<file path="src/stt_pkg.sv">
// types, token codes and character tables for the source text tokenizer
package stt_pkg;

	localparam int FIELD_BITS = 24;
	localparam int LINE_BITS  = 24;
	localparam int KIND_BITS  = 6;
	localparam int OUTQ_DEPTH = 4;

	localparam logic [LINE_BITS-1:0] LINE_RESET = 24'd1;
	localparam logic [LINE_BITS-1:0] LINE_MAX   = 24'hFFFFFF;

	// token kinds
	localparam logic [KIND_BITS-1:0] KIND_OP_BASE   = 6'd9;
	localparam logic [KIND_BITS-1:0] KIND_OPEQ_BASE = 6'd10;
	localparam logic [KIND_BITS-1:0] KIND_AND       = 6'd27;
	localparam logic [KIND_BITS-1:0] KIND_OR        = 6'd28;
	localparam logic [KIND_BITS-1:0] KIND_NUMBER    = 6'd29;
	localparam logic [KIND_BITS-1:0] KIND_IDENT     = 6'd30;
	localparam logic [KIND_BITS-1:0] KIND_BOOL      = 6'd31;
	localparam logic [KIND_BITS-1:0] KIND_FN        = 6'd32;
	localparam logic [KIND_BITS-1:0] KIND_LET       = 6'd33;
	localparam logic [KIND_BITS-1:0] KIND_MUT       = 6'd34;
	localparam logic [KIND_BITS-1:0] KIND_RETURN    = 6'd35;
	localparam logic [KIND_BITS-1:0] KIND_END       = 6'd36;
	localparam logic [KIND_BITS-1:0] KIND_ERROR     = 6'd37;

	// operator indexes held while waiting for a second character
	localparam logic [3:0] OP_NONE     = 4'd0;
	localparam logic [3:0] OP_EQ_FORMS = 4'd9;
	localparam logic [3:0] OP_SLASH    = 4'd5;
	localparam logic [3:0] OP_AMP      = 4'd9;
	localparam logic [3:0] OP_PIPE     = 4'd10;

	// characters with a role of their own
	localparam logic [7:0] CH_SPACE  = 8'h20;
	localparam logic [7:0] CH_CR     = 8'h0D;
	localparam logic [7:0] CH_LF     = 8'h0A;
	localparam logic [7:0] CH_EQ     = 8'h3D;
	localparam logic [7:0] CH_SLASH  = 8'h2F;
	localparam logic [7:0] CH_AMP    = 8'h26;
	localparam logic [7:0] CH_PIPE   = 8'h7C;
	localparam logic [7:0] CH_DOT    = 8'h2E;
	localparam logic [7:0] CH_0      = 8'h30;
	localparam logic [7:0] CH_9      = 8'h39;
	localparam logic [7:0] CH_LA     = 8'h61;
	localparam logic [7:0] CH_LZ     = 8'h7A;
	localparam logic [7:0] CH_UA     = 8'h41;
	localparam logic [7:0] CH_UZ     = 8'h5A;
	localparam logic [7:0] CH_USCORE = 8'h5F;

	// keywords, text right-aligned, last character lowest
	localparam int NUM_KW = 6;
	localparam logic [47:0] KW_TEXT [NUM_KW] = '{
		48'h0000_0000_666E,  // fn
		48'h0000_006C_6574,  // let
		48'h0000_006D_7574,  // mut
		48'h7265_7475_726E,  // return
		48'h0000_7472_7565,  // true
		48'h0066_616C_7365   // false
	};
	localparam logic [2:0] KW_LEN [NUM_KW] = '{3'd2, 3'd3, 3'd3, 3'd6, 3'd4, 3'd5};
	localparam logic [KIND_BITS-1:0] KW_KIND [NUM_KW] = '{
		KIND_FN, KIND_LET, KIND_MUT, KIND_RETURN, KIND_BOOL, KIND_BOOL
	};

	typedef enum logic [7:0] {
		MODE_IDLE    = 8'b0000_0001,
		MODE_OP      = 8'b0000_0010,
		MODE_INT     = 8'b0000_0100,
		MODE_DOT     = 8'b0000_1000,
		MODE_FRAC    = 8'b0001_0000,
		MODE_WORD    = 8'b0010_0000,
		MODE_COMMENT = 8'b0100_0000,
		MODE_HALT    = 8'b1000_0000
	} mode_t;

	typedef struct packed {
		logic [KIND_BITS-1:0]  kind;
		logic [FIELD_BITS-1:0] start;
		logic [FIELD_BITS-1:0] len;
		logic [LINE_BITS-1:0]  line;
		logic                  last;
	} tok_t;

	// up to two tokens from one scanned item, slot 0 first
	typedef struct packed {
		logic v0;
		logic v1;
		tok_t t0;
		tok_t t1;
	} tok_pair_t;

	typedef struct packed {
		logic       hit;
		logic [3:0] idx;
	} lookup_t;

	function automatic lookup_t punct_lookup(input logic [7:0] b);
		lookup_t r;
		r.hit = 1'b1;
		r.idx = 4'd0;
		unique case (b)
			8'h28: r.idx = 4'd0;  // (
			8'h29: r.idx = 4'd1;  // )
			8'h7B: r.idx = 4'd2;  // {
			8'h7D: r.idx = 4'd3;  // }
			8'h5B: r.idx = 4'd4;  // [
			8'h5D: r.idx = 4'd5;  // ]
			8'h3A: r.idx = 4'd6;  // :
			8'h3B: r.idx = 4'd7;  // ;
			8'h2C: r.idx = 4'd8;  // ,
			default: r.hit = 1'b0;
		endcase
		return r;
	endfunction

	function automatic lookup_t op_lookup(input logic [7:0] b);
		lookup_t r;
		r.hit = 1'b1;
		r.idx = 4'd0;
		unique case (b)
			8'h3D: r.idx = 4'd0;   // =
			8'h21: r.idx = 4'd1;   // !
			8'h2B: r.idx = 4'd2;   // +
			8'h2D: r.idx = 4'd3;   // -
			8'h2A: r.idx = 4'd4;   // *
			8'h2F: r.idx = 4'd5;   // /
			8'h25: r.idx = 4'd6;   // %
			8'h3C: r.idx = 4'd7;   // <
			8'h3E: r.idx = 4'd8;   // >
			8'h26: r.idx = 4'd9;   // &
			8'h7C: r.idx = 4'd10;  // |
			default: r.hit = 1'b0;
		endcase
		return r;
	endfunction

endpackage

</file>
<file path="src/stt_scan.sv">
// scanner state and per-byte token logic of the source text tokenizer
module stt_scan #(
	parameter int OFFSET_BITS     = 24,
	parameter int KEYWORD_MAX_LEN = 6
) (
	input  logic                           clk,
	input  logic                           arst_n,
	input  logic                           fire,
	input  logic                           req_end,
	input  logic [7:0]                     src,
	input  logic [stt_pkg::LINE_BITS-1:0]  first_line,
	output stt_pkg::tok_pair_t             toks
);
	import stt_pkg::*;

	localparam int PW = 8 * KEYWORD_MAX_LEN;
	localparam logic [OFFSET_BITS-1:0] POS_MAX = {OFFSET_BITS{1'b1}};
	localparam logic [OFFSET_BITS-1:0] POS_ONE = OFFSET_BITS'(1);

	mode_t                  mode_q, mode_d;
	logic [3:0]             op_q, op_d;
	logic [OFFSET_BITS-1:0] start_q, start_d;
	logic [OFFSET_BITS-1:0] pos_q, pos_d;
	logic [LINE_BITS-1:0]   line_q;
	logic [PW-1:0]          prefix_q, prefix_d;
	logic                   line_inc;

	logic                   is_digit, is_wstart, is_space, is_lf;
	lookup_t                punct_lk, op_lk;
	logic [OFFSET_BITS-1:0] dot_pos, tok_span;
	logic [KIND_BITS-1:0]   word_kind;

	mode_t                  id_mode;
	logic                   id_mark, id_word, id_line, id_v;
	tok_t                   id_tok;

	logic                   pre_v, post_v, take_idle, finish;
	tok_t                   pre_t, post_t;

	function automatic logic [FIELD_BITS-1:0] to_field(input logic [OFFSET_BITS-1:0] x);
		logic [OFFSET_BITS+FIELD_BITS-1:0] w;
		w = {{FIELD_BITS{1'b0}}, x};
		return w[FIELD_BITS-1:0];
	endfunction

	function automatic tok_t mk_tok(input logic [KIND_BITS-1:0] kind,
			input logic [OFFSET_BITS-1:0] start, input logic [OFFSET_BITS-1:0] len,
			input logic last, input logic [LINE_BITS-1:0] line);
		tok_t t;
		t.kind  = kind;
		t.start = to_field(start);
		t.len   = to_field(len);
		t.line  = line;
		t.last  = last;
		return t;
	endfunction

	// character classes
	assign is_digit  = (src >= CH_0) && (src <= CH_9);
	assign is_wstart = ((src >= CH_LA) && (src <= CH_LZ)) || ((src >= CH_UA) && (src <= CH_UZ))
		|| (src == CH_USCORE);
	assign is_space  = (src == CH_SPACE) || (src == CH_CR);
	assign is_lf     = (src == CH_LF);
	assign punct_lk  = punct_lookup(src);
	assign op_lk     = op_lookup(src);

	// span of the open token and position of a trailing dot
	assign tok_span = (pos_q > start_q) ? pos_q - start_q : '0;
	assign dot_pos  = (pos_q != '0) ? pos_q - POS_ONE : '0;

	// keyword match on the last characters of a word
	always_comb begin
		word_kind = KIND_IDENT;
		for (int i = 0; i < NUM_KW; i++) begin
			if ((tok_span == OFFSET_BITS'(KW_LEN[i])) && (prefix_q == PW'(KW_TEXT[i])))
				word_kind = KW_KIND[i];
		end
	end

	// byte seen between tokens
	always_comb begin
		id_mode = MODE_IDLE;
		id_mark = 1'b0;
		id_word = 1'b0;
		id_line = 1'b0;
		id_v    = 1'b0;
		id_tok  = mk_tok(KIND_ERROR, pos_q, POS_ONE, 1'b1, line_q);
		priority if (is_space) begin
			id_mode = MODE_IDLE;
		end else if (is_lf) begin
			id_line = 1'b1;
		end else if (punct_lk.hit) begin
			id_v   = 1'b1;
			id_tok = mk_tok({2'b00, punct_lk.idx}, pos_q, POS_ONE, 1'b0, line_q);
		end else if (op_lk.hit) begin
			id_mode = MODE_OP;
			id_mark = 1'b1;
		end else if (is_digit) begin
			id_mode = MODE_INT;
			id_mark = 1'b1;
		end else if (is_wstart) begin
			id_mode = MODE_WORD;
			id_mark = 1'b1;
			id_word = 1'b1;
		end else begin
			id_mode = MODE_HALT;
			id_v    = 1'b1;
		end
	end

	// next state and emitted tokens
	always_comb begin
		mode_d    = mode_q;
		op_d      = op_q;
		start_d   = start_q;
		prefix_d  = prefix_q;
		pos_d     = (pos_q < POS_MAX) ? pos_q + POS_ONE : pos_q;
		line_inc  = 1'b0;
		pre_v     = 1'b0;
		post_v    = 1'b0;
		pre_t     = mk_tok(KIND_ERROR, start_q, POS_ONE, 1'b1, line_q);
		post_t    = mk_tok(KIND_END, pos_q, '0, 1'b1, line_q);
		take_idle = 1'b0;
		finish    = 1'b1;
		if (req_end) begin
			unique case (mode_q)
				MODE_OP: begin
					pre_v = 1'b1;
					if (op_q < OP_EQ_FORMS) begin
						pre_t = mk_tok(KIND_OP_BASE + {1'b0, op_q, 1'b0}, start_q, POS_ONE,
							1'b0, line_q);
					end else begin
						finish = 1'b0;
					end
				end
				MODE_INT, MODE_FRAC: begin
					pre_v = 1'b1;
					pre_t = mk_tok(KIND_NUMBER, start_q, tok_span, 1'b0, line_q);
				end
				MODE_DOT: begin
					pre_v  = 1'b1;
					pre_t  = mk_tok(KIND_NUMBER, start_q,
						(dot_pos > start_q) ? dot_pos - start_q : '0, 1'b0, line_q);
					post_t = mk_tok(KIND_ERROR, dot_pos, POS_ONE, 1'b1, line_q);
					finish = 1'b0;
					post_v = 1'b1;
				end
				MODE_WORD: begin
					pre_v = 1'b1;
					pre_t = mk_tok(word_kind, start_q, tok_span, 1'b0, line_q);
				end
				MODE_HALT: finish = 1'b0;
				default: ;
			endcase
			if (finish)
				post_v = 1'b1;
			mode_d   = MODE_IDLE;
			op_d     = OP_NONE;
			start_d  = '0;
			prefix_d = '0;
			pos_d    = '0;
		end else begin
			unique case (mode_q)
				MODE_IDLE: take_idle = 1'b1;
				MODE_OP: begin
					priority if ((op_q < OP_EQ_FORMS) && (src == CH_EQ)) begin
						pre_v  = 1'b1;
						pre_t  = mk_tok(KIND_OPEQ_BASE + {1'b0, op_q, 1'b0}, start_q,
							tok_span + POS_ONE, 1'b0, line_q);
						mode_d = MODE_IDLE;
					end else if ((op_q == OP_SLASH) && (src == CH_SLASH)) begin
						mode_d = MODE_COMMENT;
					end else if ((op_q == OP_AMP) && (src == CH_AMP)) begin
						pre_v  = 1'b1;
						pre_t  = mk_tok(KIND_AND, start_q, tok_span + POS_ONE, 1'b0, line_q);
						mode_d = MODE_IDLE;
					end else if ((op_q == OP_PIPE) && (src == CH_PIPE)) begin
						pre_v  = 1'b1;
						pre_t  = mk_tok(KIND_OR, start_q, tok_span + POS_ONE, 1'b0, line_q);
						mode_d = MODE_IDLE;
					end else if (op_q >= OP_EQ_FORMS) begin
						pre_v  = 1'b1;
						mode_d = MODE_HALT;
					end else begin
						pre_v     = 1'b1;
						pre_t     = mk_tok(KIND_OP_BASE + {1'b0, op_q, 1'b0}, start_q, POS_ONE,
							1'b0, line_q);
						take_idle = 1'b1;
					end
				end
				MODE_INT, MODE_FRAC: begin
					if (is_digit) begin
						mode_d = mode_q;
					end else if ((mode_q == MODE_INT) && (src == CH_DOT)) begin
						mode_d = MODE_DOT;
					end else begin
						pre_v     = 1'b1;
						pre_t     = mk_tok(KIND_NUMBER, start_q, tok_span, 1'b0, line_q);
						take_idle = 1'b1;
					end
				end
				MODE_DOT: begin
					if (is_digit) begin
						mode_d = MODE_FRAC;
					end else begin
						pre_v  = 1'b1;
						pre_t  = mk_tok(KIND_NUMBER, start_q,
							(dot_pos > start_q) ? dot_pos - start_q : '0, 1'b0, line_q);
						post_v = 1'b1;
						post_t = mk_tok(KIND_ERROR, dot_pos, POS_ONE, 1'b1, line_q);
						mode_d = MODE_HALT;
					end
				end
				MODE_WORD: begin
					if (is_wstart || is_digit) begin
						prefix_d = {prefix_q[PW-9:0], src};
					end else begin
						pre_v     = 1'b1;
						pre_t     = mk_tok(word_kind, start_q, tok_span, 1'b0, line_q);
						take_idle = 1'b1;
					end
				end
				MODE_COMMENT: begin
					if (is_lf) begin
						line_inc = 1'b1;
						mode_d   = MODE_IDLE;
					end
				end
				MODE_HALT: mode_d = MODE_HALT;
				default: mode_d = MODE_IDLE;
			endcase
			// byte handled as the first of a new token
			if (take_idle) begin
				mode_d   = id_mode;
				line_inc = id_line;
				post_v   = id_v;
				post_t   = id_tok;
				if (id_mark)
					start_d = pos_q;
				if (id_mode == MODE_OP)
					op_d = op_lk.idx;
				if (id_word)
					prefix_d = PW'(src);
			end
		end
	end

	// pack tokens, earliest first
	always_comb begin
		toks.v0 = pre_v || post_v;
		toks.t0 = pre_v ? pre_t : post_t;
		toks.v1 = pre_v && post_v;
		toks.t1 = post_t;
	end

	// scanner registers
	always_ff @(posedge clk or negedge arst_n) begin
		if (!arst_n) begin
			mode_q   <= MODE_IDLE;
			op_q     <= OP_NONE;
			start_q  <= '0;
			pos_q    <= '0;
			line_q   <= LINE_RESET;
			prefix_q <= '0;
		end else if (fire) begin
			mode_q   <= mode_d;
			op_q     <= op_d;
			start_q  <= start_d;
			pos_q    <= pos_d;
			prefix_q <= prefix_d;
			if (req_end)
				line_q <= first_line;
			else if (line_inc && (line_q != LINE_MAX))
				line_q <= line_q + 24'd1;
		end
	end

endmodule

</file>
<file path="src/stt_outq.sv">
// small output queue that takes up to two token words per cycle
module stt_outq (
	input  logic               clk,
	input  logic               arst_n,
	input  logic               push,
	input  stt_pkg::tok_pair_t pair,
	output logic               room,
	output logic               out_valid,
	input  logic               out_ready,
	output stt_pkg::tok_t      out_tok
);
	import stt_pkg::*;

	localparam int PTRW = $clog2(OUTQ_DEPTH);
	localparam int CNTW = PTRW + 1;

	tok_t            mem [OUTQ_DEPTH];
	logic [PTRW-1:0] wr_q, rd_q;
	logic [CNTW-1:0] cnt_q;
	logic            push0, push1, pop;
	logic [1:0]      n_push;

	assign push0  = push && pair.v0;
	assign push1  = push && pair.v1;
	assign n_push = {1'b0, push0} + {1'b0, push1};
	assign pop    = out_valid && out_ready;

	assign room      = (cnt_q <= CNTW'(OUTQ_DEPTH - 2));
	assign out_valid = (cnt_q != '0);
	assign out_tok   = mem[rd_q];

	// storage
	always_ff @(posedge clk) begin
		if (push0)
			mem[wr_q] <= pair.t0;
		if (push1)
			mem[wr_q + PTRW'(1)] <= pair.t1;
	end

	// pointers and fill count
	always_ff @(posedge clk or negedge arst_n) begin
		if (!arst_n) begin
			wr_q  <= '0;
			rd_q  <= '0;
			cnt_q <= '0;
		end else begin
			wr_q  <= wr_q + PTRW'(n_push);
			if (pop)
				rd_q <= rd_q + PTRW'(1);
			cnt_q <= cnt_q + CNTW'(n_push) - CNTW'(pop);
		end
	end

endmodule

</file>
<file path="src/source_text_tokenizer.sv">
// top level of the streaming source text tokenizer
//
//  channel  direction  handshake            payload
//  s_       in         s_tvalid/s_tready    tdata: source_byte; tuser: req_type
//  m_       out        m_tvalid/m_tready    tdata: start, length, line; tuser: kind; tlast
//  cfg_     in         cfg_valid/cfg_ready  cfg_data: first_line_number
//
// one source byte per cycle; a word enters the input register and is scanned
// once the output queue has room; its zero to two tokens go into that four-word queue.
// the input stalls only while that queue holds more than two words.
// reset returns to idle with positions at zero and the line counter at one.
// a first_line_number write is taken at the next end marker.
module source_text_tokenizer #(
	parameter int OFFSET_BITS     = 24,
	parameter int KEYWORD_MAX_LEN = 6
) (
	input  logic                               clk,
	input  logic                               arst_n,
	input  logic                               s_tvalid,
	output logic                               s_tready,
	input  logic [7:0]                         s_tdata,   // [7:0] source_byte
	input  logic [0:0]                         s_tuser,   // [0] req_type
	output logic                               m_tvalid,
	input  logic                               m_tready,
	output logic [71:0]                        m_tdata,   // [23:0] start_offset,
	                                                      // [47:24] token_length,
	                                                      // [71:48] line_number
	output logic [stt_pkg::KIND_BITS-1:0]      m_tuser,   // [5:0] token_kind
	output logic                               m_tlast,
	input  logic                               cfg_valid,
	output logic                               cfg_ready,
	input  logic [stt_pkg::LINE_BITS-1:0]      cfg_data
);
	import stt_pkg::*;

	logic                 v_s1, end_s1;
	logic [7:0]           byte_s1;
	logic                 fire, room;
	logic [LINE_BITS-1:0] first_line_q;
	tok_pair_t            toks;
	tok_t                 head;

	// configuration register
	assign cfg_ready = 1'b1;
	always_ff @(posedge clk or negedge arst_n) begin
		if (!arst_n)
			first_line_q <= LINE_RESET;
		else if (cfg_valid)
			first_line_q <= cfg_data;
	end

	// input register
	assign fire     = v_s1 && room;
	assign s_tready = !v_s1 || fire;

	always_ff @(posedge clk or negedge arst_n) begin
		if (!arst_n)
			v_s1 <= 1'b0;
		else if (s_tready)
			v_s1 <= s_tvalid;
	end

	always_ff @(posedge clk) begin
		if (s_tvalid && s_tready) begin
			end_s1  <= s_tuser[0];
			byte_s1 <= s_tdata;
		end
	end

	stt_scan #(
		.OFFSET_BITS     (OFFSET_BITS),
		.KEYWORD_MAX_LEN (KEYWORD_MAX_LEN)
	) u_scan (
		.clk        (clk),
		.arst_n     (arst_n),
		.fire       (fire),
		.req_end    (end_s1),
		.src        (byte_s1),
		.first_line (first_line_q),
		.toks       (toks)
	);

	stt_outq u_outq (
		.clk       (clk),
		.arst_n    (arst_n),
		.push      (fire),
		.pair      (toks),
		.room      (room),
		.out_valid (m_tvalid),
		.out_ready (m_tready),
		.out_tok   (head)
	);

	// result word
	assign m_tdata = {head.line, head.len, head.start};
	assign m_tuser = head.kind;
	assign m_tlast = head.last;

endmodule

</file>
<file path="config.mk">
export PLATFORM = sky130hd
export DESIGN_NAME = source_text_tokenizer
export DESIGN_NICKNAME = d
export VERILOG_FILES = /design/src/stt_pkg.sv /design/src/stt_scan.sv /design/src/stt_outq.sv /design/src/source_text_tokenizer.sv
export SDC_FILE = /design/constraint.sdc
export NUM_CORES = 1
export LEC_CHECK = 0
export ABC_AREA = 1
export BUFFER_PORTS_ARGS = -buffer_cell sky130_fd_sc_hd__buf_2
export CAP_MARGIN = 20
export CORE_MARGIN = 4
export CORE_UTILIZATION = 40
export CTS_CLUSTER_DIAMETER = 30
export DETAILED_ROUTE_END_ITERATION = 16
export PLACE_DENSITY_LB_ADDON = 0.08
export SLEW_MARGIN = 20
export SYNTH_ARGS = -nofsm -noshare
export SYNTH_HDL_FRONTEND = slang
export SYNTH_SLANG_ARGS = --single-unit
</file>
<file path="constraint.sdc">
create_clock -name clk -period 8.6 [get_ports clk]
set_input_delay 0.86 -clock clk [delete_from_list [all_inputs] [get_ports clk]]
set_output_delay 0.86 -clock clk [all_outputs]
set_load 0.02 [all_outputs]
</file>
==> run summary, run 1 <==
Drt initial violations - 3,053
Status - finished clean
TritonCTS buffer count - 117
Post-Syn Nets - 3,953
Final setup viols - 0
CP Buf/Inv Count - 7
Top-area cell type share of the netlist area - 23.41%
Placed cell count - 4,756
H-tree Lvls - 3
Crit-path cells - nor2_4 > nand2_2 > nor4_2 > buf_4 > clkinv_1 > nor2_4 > buf_4 > inv_1 > nand4_1 > nand2_2 > inv_2 > nand2_1 > nand2_4 > nand2_2 > buf_4 > nand2_4 > inv_2 > nand2_1 > o21ai_0
Logic pwr share - 47.3%
Number of synthesized flops with an enable pin - 229
Register-to-register setup slack - 2.12 ns
Worst r2r path cells - 19
Startpoint types - flop
Starting Density - 40.33%
Leakage - 15.04 nW
Tmin final - 6.482 ns
# fillers - 7,247
Clock sink count - 489
DR vias - 27,980
Post-synthesis register bit count - 489
Drt drc - 0
Synth Instances - 3,844
CP delay by family, top - buffers and inverters
Switch Pwr - 7.069 mW
Final core utilization - 47.87%
Achievable clock frequency - 154.3 MHz
RSZ-0062 raised after global routing - no
Core Region - 0.07283 sq mm
Levels on crit path - 19
Crit share post-route - 75.37%
Chip height - 279.0 um
Placed cell area - 0.03049 sq mm
Worst slew pin tran - 1.116 ns
WL/cell - 21.32 um
Area grow syn2layout - 18.71%
Switching share of total power - 46.29%
Max incr delay on CP - 0.83 ns
Final net count - 4,026
R2R Path Start - u_scan.mode_q[4]
PD cells - 438.0 mW/mm^2
VDD IR-drop max - 0.4267 mV
Synth warn - 0
Ys flop type - edfxtp_1
Resize count post-CTS - 0
Seq/Total Area, Yosys - 43.94%
Synth area leader - edfxtp_1
Drt pass-1 iters - 6
Setup TNS - 0 ns
CTS hold repair buffers - 0
GRT Total Usage - 26.46%
Min setup slack post-route - 2.118 ns
Top cells by area, synth - edfxtp_1, dfrtp_1, nand2_1
CP max-delay cell - nand2_4
Flop pwr share - 21.8%
Total Power - 15.27 mW
Finished Cell Area - 0.03487 sq mm
Critical Path RT - 9.11 ns
Internal power - 8.203 mW
Maxcap violations - 0
Finished Layout Cells - 4,982
Clock root buffer master - clkbuf_16
IO Pins - 120
Synth Area per Inst - 7.641 sq um
Overflow after GRT - 0
Total Routed Length - 106,200 um
Critical path class - flop to flop
Crit path capture type - flop
Final Skew - 0.09724 ns
WP data arrival - 6.99 ns
Pre-CTS setup slack - 2.048 ns
Commonest cells in the synthesized netlist - nand2_1, nor2_1, o21ai_0
Post-DP HPWL - 72,540 um
CTS Buffer Depth - 3
Clock-pin slew on the worst setup and hold paths - 0.05 ns
Crit-path max FO - 59
Fin Hold WS - 0.2465 ns
Vias in the first global route - 26,440
Via density - 5.616
Global-route wire length before repair - 161,200 um
Post-CTS setup buffer count - 0
Worst setup path endpoint - u_outq.mem[1][37]
Largest net degree at the start of global routing - 96
CP startpoint - u_scan.mode_q[4]
Rel. slew slack - 25.03%
Most common cell in the netlist - nand2_1
TritonCTS clock tree - built
Placer congestion estimate - 0.9828
Clk_lat worst skew - 0.71 ns
Share of cells above drive strength 1 - 11.74%
ANT nets after route - 0
Ys async rst share - 33.54%
RR Endpoint - u_outq.mem[1][37]
Worst Hold Class - input pin to async pin
Die Width - 279.0 um
Clk network pwr share - 30.9%
Final hold violations - 0
Netlist Area Pre-Place - 0.02937 sq mm
PortBufs - 118
Synth unique cells - 63
Row count - 99
Die area - 0.07783 sq mm
Initial antenna violation count - 3
Slew Limit Fails - 0
## layer usage
layer  GRT usage [%]  vias to the layer above  share of wire, %
li1                -                    13380                 -
met1           38.92                    13430                46
met2           40.29                     1017                44
met3           5.025                      151               7.9
met4           6.629                        0               1.9
met5               0                        -                 0
## worst reg2reg max path: stages (launching register included)
cell and delay [ns]:
dfrtp_1 0.44, nor2_4 0.17, nand2_2 0.10, nor4_2 0.15, buf_4 0.24, clkinv_1 0.51, nor2_4 0.23, buf_4 0.50
inv_1 0.46, nand4_1 0.23, nand2_2 0.43, inv_2 0.46, nand2_1 0.15, nand2_4 0.12, nand2_2 0.04, buf_4 0.29
nand2_4 0.86, inv_2 0.68, nand2_1 0.18, o21ai_0 0.09
## layout make-up
class	instances	area, sq um	share of cell area, %
clock inverters	82	1159	3.323
repair buffers	148	842.1	2.415
flip-flops and latches	489	12910	37.03
clock buffers	141	3181	9.122
multi-input cells	2738	13970	40.06
inverters	423	1602	4.593
well taps	959	1200	3.441
diodes	2	5.005	0.01435
## layout by cell type, fill, tap and decap left out, drive strengths merged, types with 28 or more instances in the layout
cell	n
a21oi	141
buf	148
clkbuf	141
clkinv	52
dfrtp	161
dfxtp	96
edfxtp	229
ha	68
inv	422
nand2	803
nand3	194
nand4	56
nor2	491
nor3	68
o211ai	28
o21ai	433
o221ai	35
o22ai	261
xor2	39
## cell families (layout without fill, tap and decap cells)
logic type	count (synthesis)	in the layout	synth area share, %
flops	489	489	43.94
simple gates	1655	1655	23.93
buf+inv	617	794	8.618
xor+xnor	46	46	1.372
mux	11	11	0.4217
compound gates	954	954	18.60
fa+ha+maj	71	71	3.101
other cells	1	3	0.01277
## power groups by stage
stage	Combinational [mW]	Clock, mW	Sequential [mW]
floorplan	4.95	0	3.24
global placement	7.11	0	3.36
detailed placement	7.12	0	3.36
CTS	7.15	4.78	3.33
global route	7.91	4.91	3.39
finish	7.22	4.72	3.33
## state kept, by name, indices dropped and copies added, names as in the netlist
name / flops
u_scan.start_q: 24
first_line_q: 24
u_scan.mode_q: 8
u_scan.pos_q: 24
u_outq.wr_q: 2
u_scan.line_q: 24
u_outq.rd_q: 2
u_scan.op_q: 4
byte_s1: 8
u_outq.mem: 316
u_outq.cnt_q: 3
end_s1: 1
v_s1: 1
u_scan.prefix_q: 48
## worst min-delay path by stage
stage / startpoint / to / slack (ns) / cells after the start
finish: arst_n / first_line_q[2] / 0.25 / 1
global route: arst_n / first_line_q[2] / 0.30 / 1
CTS: arst_n / u_scan.line_q[5] / 0.26 / 1
detailed placement: u_outq.mem[2][29] / u_outq.mem[2][29] / 0.43 / 2
global placement: u_outq.mem[2][29] / u_outq.mem[2][29] / 0.42 / 2
floorplan: u_outq.mem[1][29] / u_outq.mem[1][29] / 0.41 / 2
(Power assumes the default switching activity.)
==> run 2, diff against run 1 <==
==> constraint.sdc (replaced) <==
create_clock -name clk -period 6.6 [get_ports clk]
set_input_delay 0.66 -clock clk [delete_from_list [all_inputs] [get_ports clk]]
set_output_delay 0.66 -clock clk [all_outputs]
set_load 0.02 [all_outputs]
==> run 2 against run 1 <==
Compared with the run above: die area unchanged; via count increased by 0.65%; clock power increased by 31%; global-route usage increased by 0.29 points; highest routed layer unchanged; critical path depth increased by 3; utilization increased by 0.079 points; combinational power increased by 32%; sequential power increased by 29%; flip-flop and latch count unchanged; largest power group unchanged; final cell count increased by 0.12%.
==> run summary, run 2 (synthesized netlist as in run 1, its figures left out) <==
Status - finished clean
Placed cell count - 4,764 (+0.17%)
DR vias - 28,160 (+0.65%)
Achievable clock frequency - 190.0 MHz (+23%)
Chip height - 279.0 um (unchanged)
Routed met1 length - 50,030 um (+2.1%)
WL/cell - 21.45 um (+0.64%)
Final hold violations - 0 (unchanged)
Critical Path RT - 7.11 ns (-2.00 ns)
Fin Hold WS - 0.1674 ns (-0.07905 ns)
Worst r2r path cells - 22 (+3)
Highest metal used - met4
PD cells - 573.1 mW/mm^2 (+31%)
Setup TNS - 0 ns (unchanged)
Startpoint types - flop
Met2 Wirelength - 46,240 um (-1.2%)
Via density - 5.645 (+0.53%)
Placed cell area - 0.03055 sq mm (+0.20%)
Crit-path max FO - 14 (-76%)
Clock-pin slew on the worst setup and hold paths - 0.05 ns (about the same)
Largest regs - u_outq.mem (316), u_scan.prefix_q (48)
Clock root buffer master - clkbuf_16
Drt drc - 0 (unchanged)
ANT nets after route - 0 (unchanged)
Rel. slew slack - 30.07% (+5.0 points)
Total Power - 20.01 mW (+31%)
R2R Path Start - u_scan.pos_q[2]
Crit-path cells - nor2_1 > nand4_1 > nor3_1 > nand2_1 > nor3_1 > nand3_1 > o21ai_0 > a21oi_1 > ha_1 > nand2_1 > nor3_1 > nand3_1 > inv_1 > nand2_1 > nor3_1 > nand4_1 > nand2_1 > inv_1 > nand3_1 > o22ai_1 > o31ai_1 > o21ai_0
CP startpoint - u_scan.pos_q[2]
Pre-CTS setup slack - 1.443 ns (-0.6057 ns)
TritonCTS clock tree - built
Clock sink count - 489 (unchanged)
WL met3 - 8616 um (+3.2%)
Final Skew - 0.09882 ns (+0.001580 ns)
Commonest non-fill, non-tap cell in the layout - nand2_1
Tmin final - 5.264 ns (-1.217 ns)
PortBufs - 118 (unchanged)
Initial antenna violation count - 0 (-3)
Finished Cell Area - 0.03492 sq mm (+0.16%)
Min setup slack post-route - 1.336 ns (-0.7826 ns)
IO Pins - 120 (unchanged)
Share of cells above drive strength 1 - 11.64% (-0.098 points)
CP max-delay cell - o31ai_1
Starting Density - 40.33% (unchanged)
VDD IR-drop max - 0.3777 mV (-11%)
CP delay by family, top - simple AND/OR/NAND/NOR gates
Drt initial violations - 2,796 (-8.4%)
Max incr delay on CP - 0.69 ns (-0.14 ns)
CTS Buffer Depth - 3 (unchanged)
Drt pass-1 iters - 6 (unchanged)
Row count - 99 (unchanged)
Finished Layout Cells - 4,988 (+0.12%)
Final core utilization - 47.95% (+0.079 points)
GRT Total Usage - 26.75% (+0.29 points)
Commonest cells after routing, fill and taps aside - nand2_1, nor2_1, o21ai_0, inv_1, o22ai_1
Hold Path Origin - s_tdata[4]
Overflow after GRT - 0 (unchanged)
Clk_lat worst skew - 0.69 ns (-0.02 ns)
Worst slew pin tran - 1.049 ns (-0.06707 ns)
Maxcap violations - 0 (unchanged)
Leakage - 15.08 nW (+0.29%)
H-tree Lvls - 3 (unchanged)
Post-DP HPWL - 72,750 um (+0.29%)
Slew Limit Fails - 0 (unchanged)
Ant. Diodes - 0 (-2)
Final setup viols - 0 (unchanged)
Global-route wire length before repair - 163,400 um (+1.4%)
Hold-critical path depth - 1
Crit path capture type - flop
Number of flip-flops in the largest register - 316 (unchanged)
Levels on crit path - 22 (+3)
Post-CTS setup buffer count - 0 (unchanged)
Core Region - 0.07283 sq mm (unchanged)
Area grow syn2layout - 18.91%
TritonCTS buffer count - 117 (unchanged)
Worst Hold Class - input pin to flop
Vias in the first global route - 26,700 (+0.97%)
Largest net degree at the start of global routing - 97 (+1.0%)
Die area - 0.07783 sq mm (unchanged)
Placer congestion estimate - 0.9687 (-1.4%)
CP Buf/Inv Count - 2 (-5)
Crit share post-route - 79.76% (+4.4 points)
Final net count - 4,035 (+0.22%)
WP data arrival - 5.77 ns (-1.22 ns)
Top reg by flops - u_outq.mem
Total Routed Length - 107,000 um (+0.76%)
Die Width - 279.0 um (unchanged)
Critical path class - flop to flop
RSZ-0062 raised after global routing - no
[run 2: cell count changes in the layout (fill, tap and decap cells not counted), sizes merged]
cell and delta:
clkbuf +11, buf +8, clkinv -7, clkinvlp -3
bufinv -2, diode -2, dlygate4sd3 +1
[run 2: cell type report]
cell class              count  area [sq um]
fillers                  7220         37910
multi-input cells        2738         13970
repair buffers            157         912.1
flip-flops and latches    489         12910
inverters                 423          1604
well taps                 959          1200
clock buffers             152          3349
clock inverters            70         982.2
[run 2: metal layers]
metal | up-vias | GRT usage [%]
li1 | 13410 | -
met1 | 13450 | 39.50
met2 | 1126 | 40.53
met3 | 173 | 5.351
met4 | 0 | 6.343
met5 | - | 0
[run 2: path summary, 6_finish.rpt]
check	endpoint	slack (ns)
setup / recovery	u_outq.mem[0][32]	1.34
hold reg to reg	u_outq.mem[2][45]	0.43
min in group asynchronous	first_line_q[4]	0.43
hold / removal	byte_s1[4]	0.17
setup reg to reg	u_outq.mem[0][32]	1.34
max in group asynchronous	u_scan.prefix_q[24]	4.54
[run 2: power by group]
part           switching (mW)  total [mW]  leakage [nW]  internal [mW]
Combinational            7.04        9.56          7.99           2.53
Clock                    1.91        6.18          2.10           4.27
Sequential              0.315        4.28          4.99           3.96
Total                    9.26        20.0          15.1           10.8
[run 2: timing repair]
action | in CTS | in global routing
endpoints found under the setup margin | 0 | 0
endpoints found under the hold margin | 0 | 29
gates resized for setup | 0 | 0
hold buffers | 0 | 1
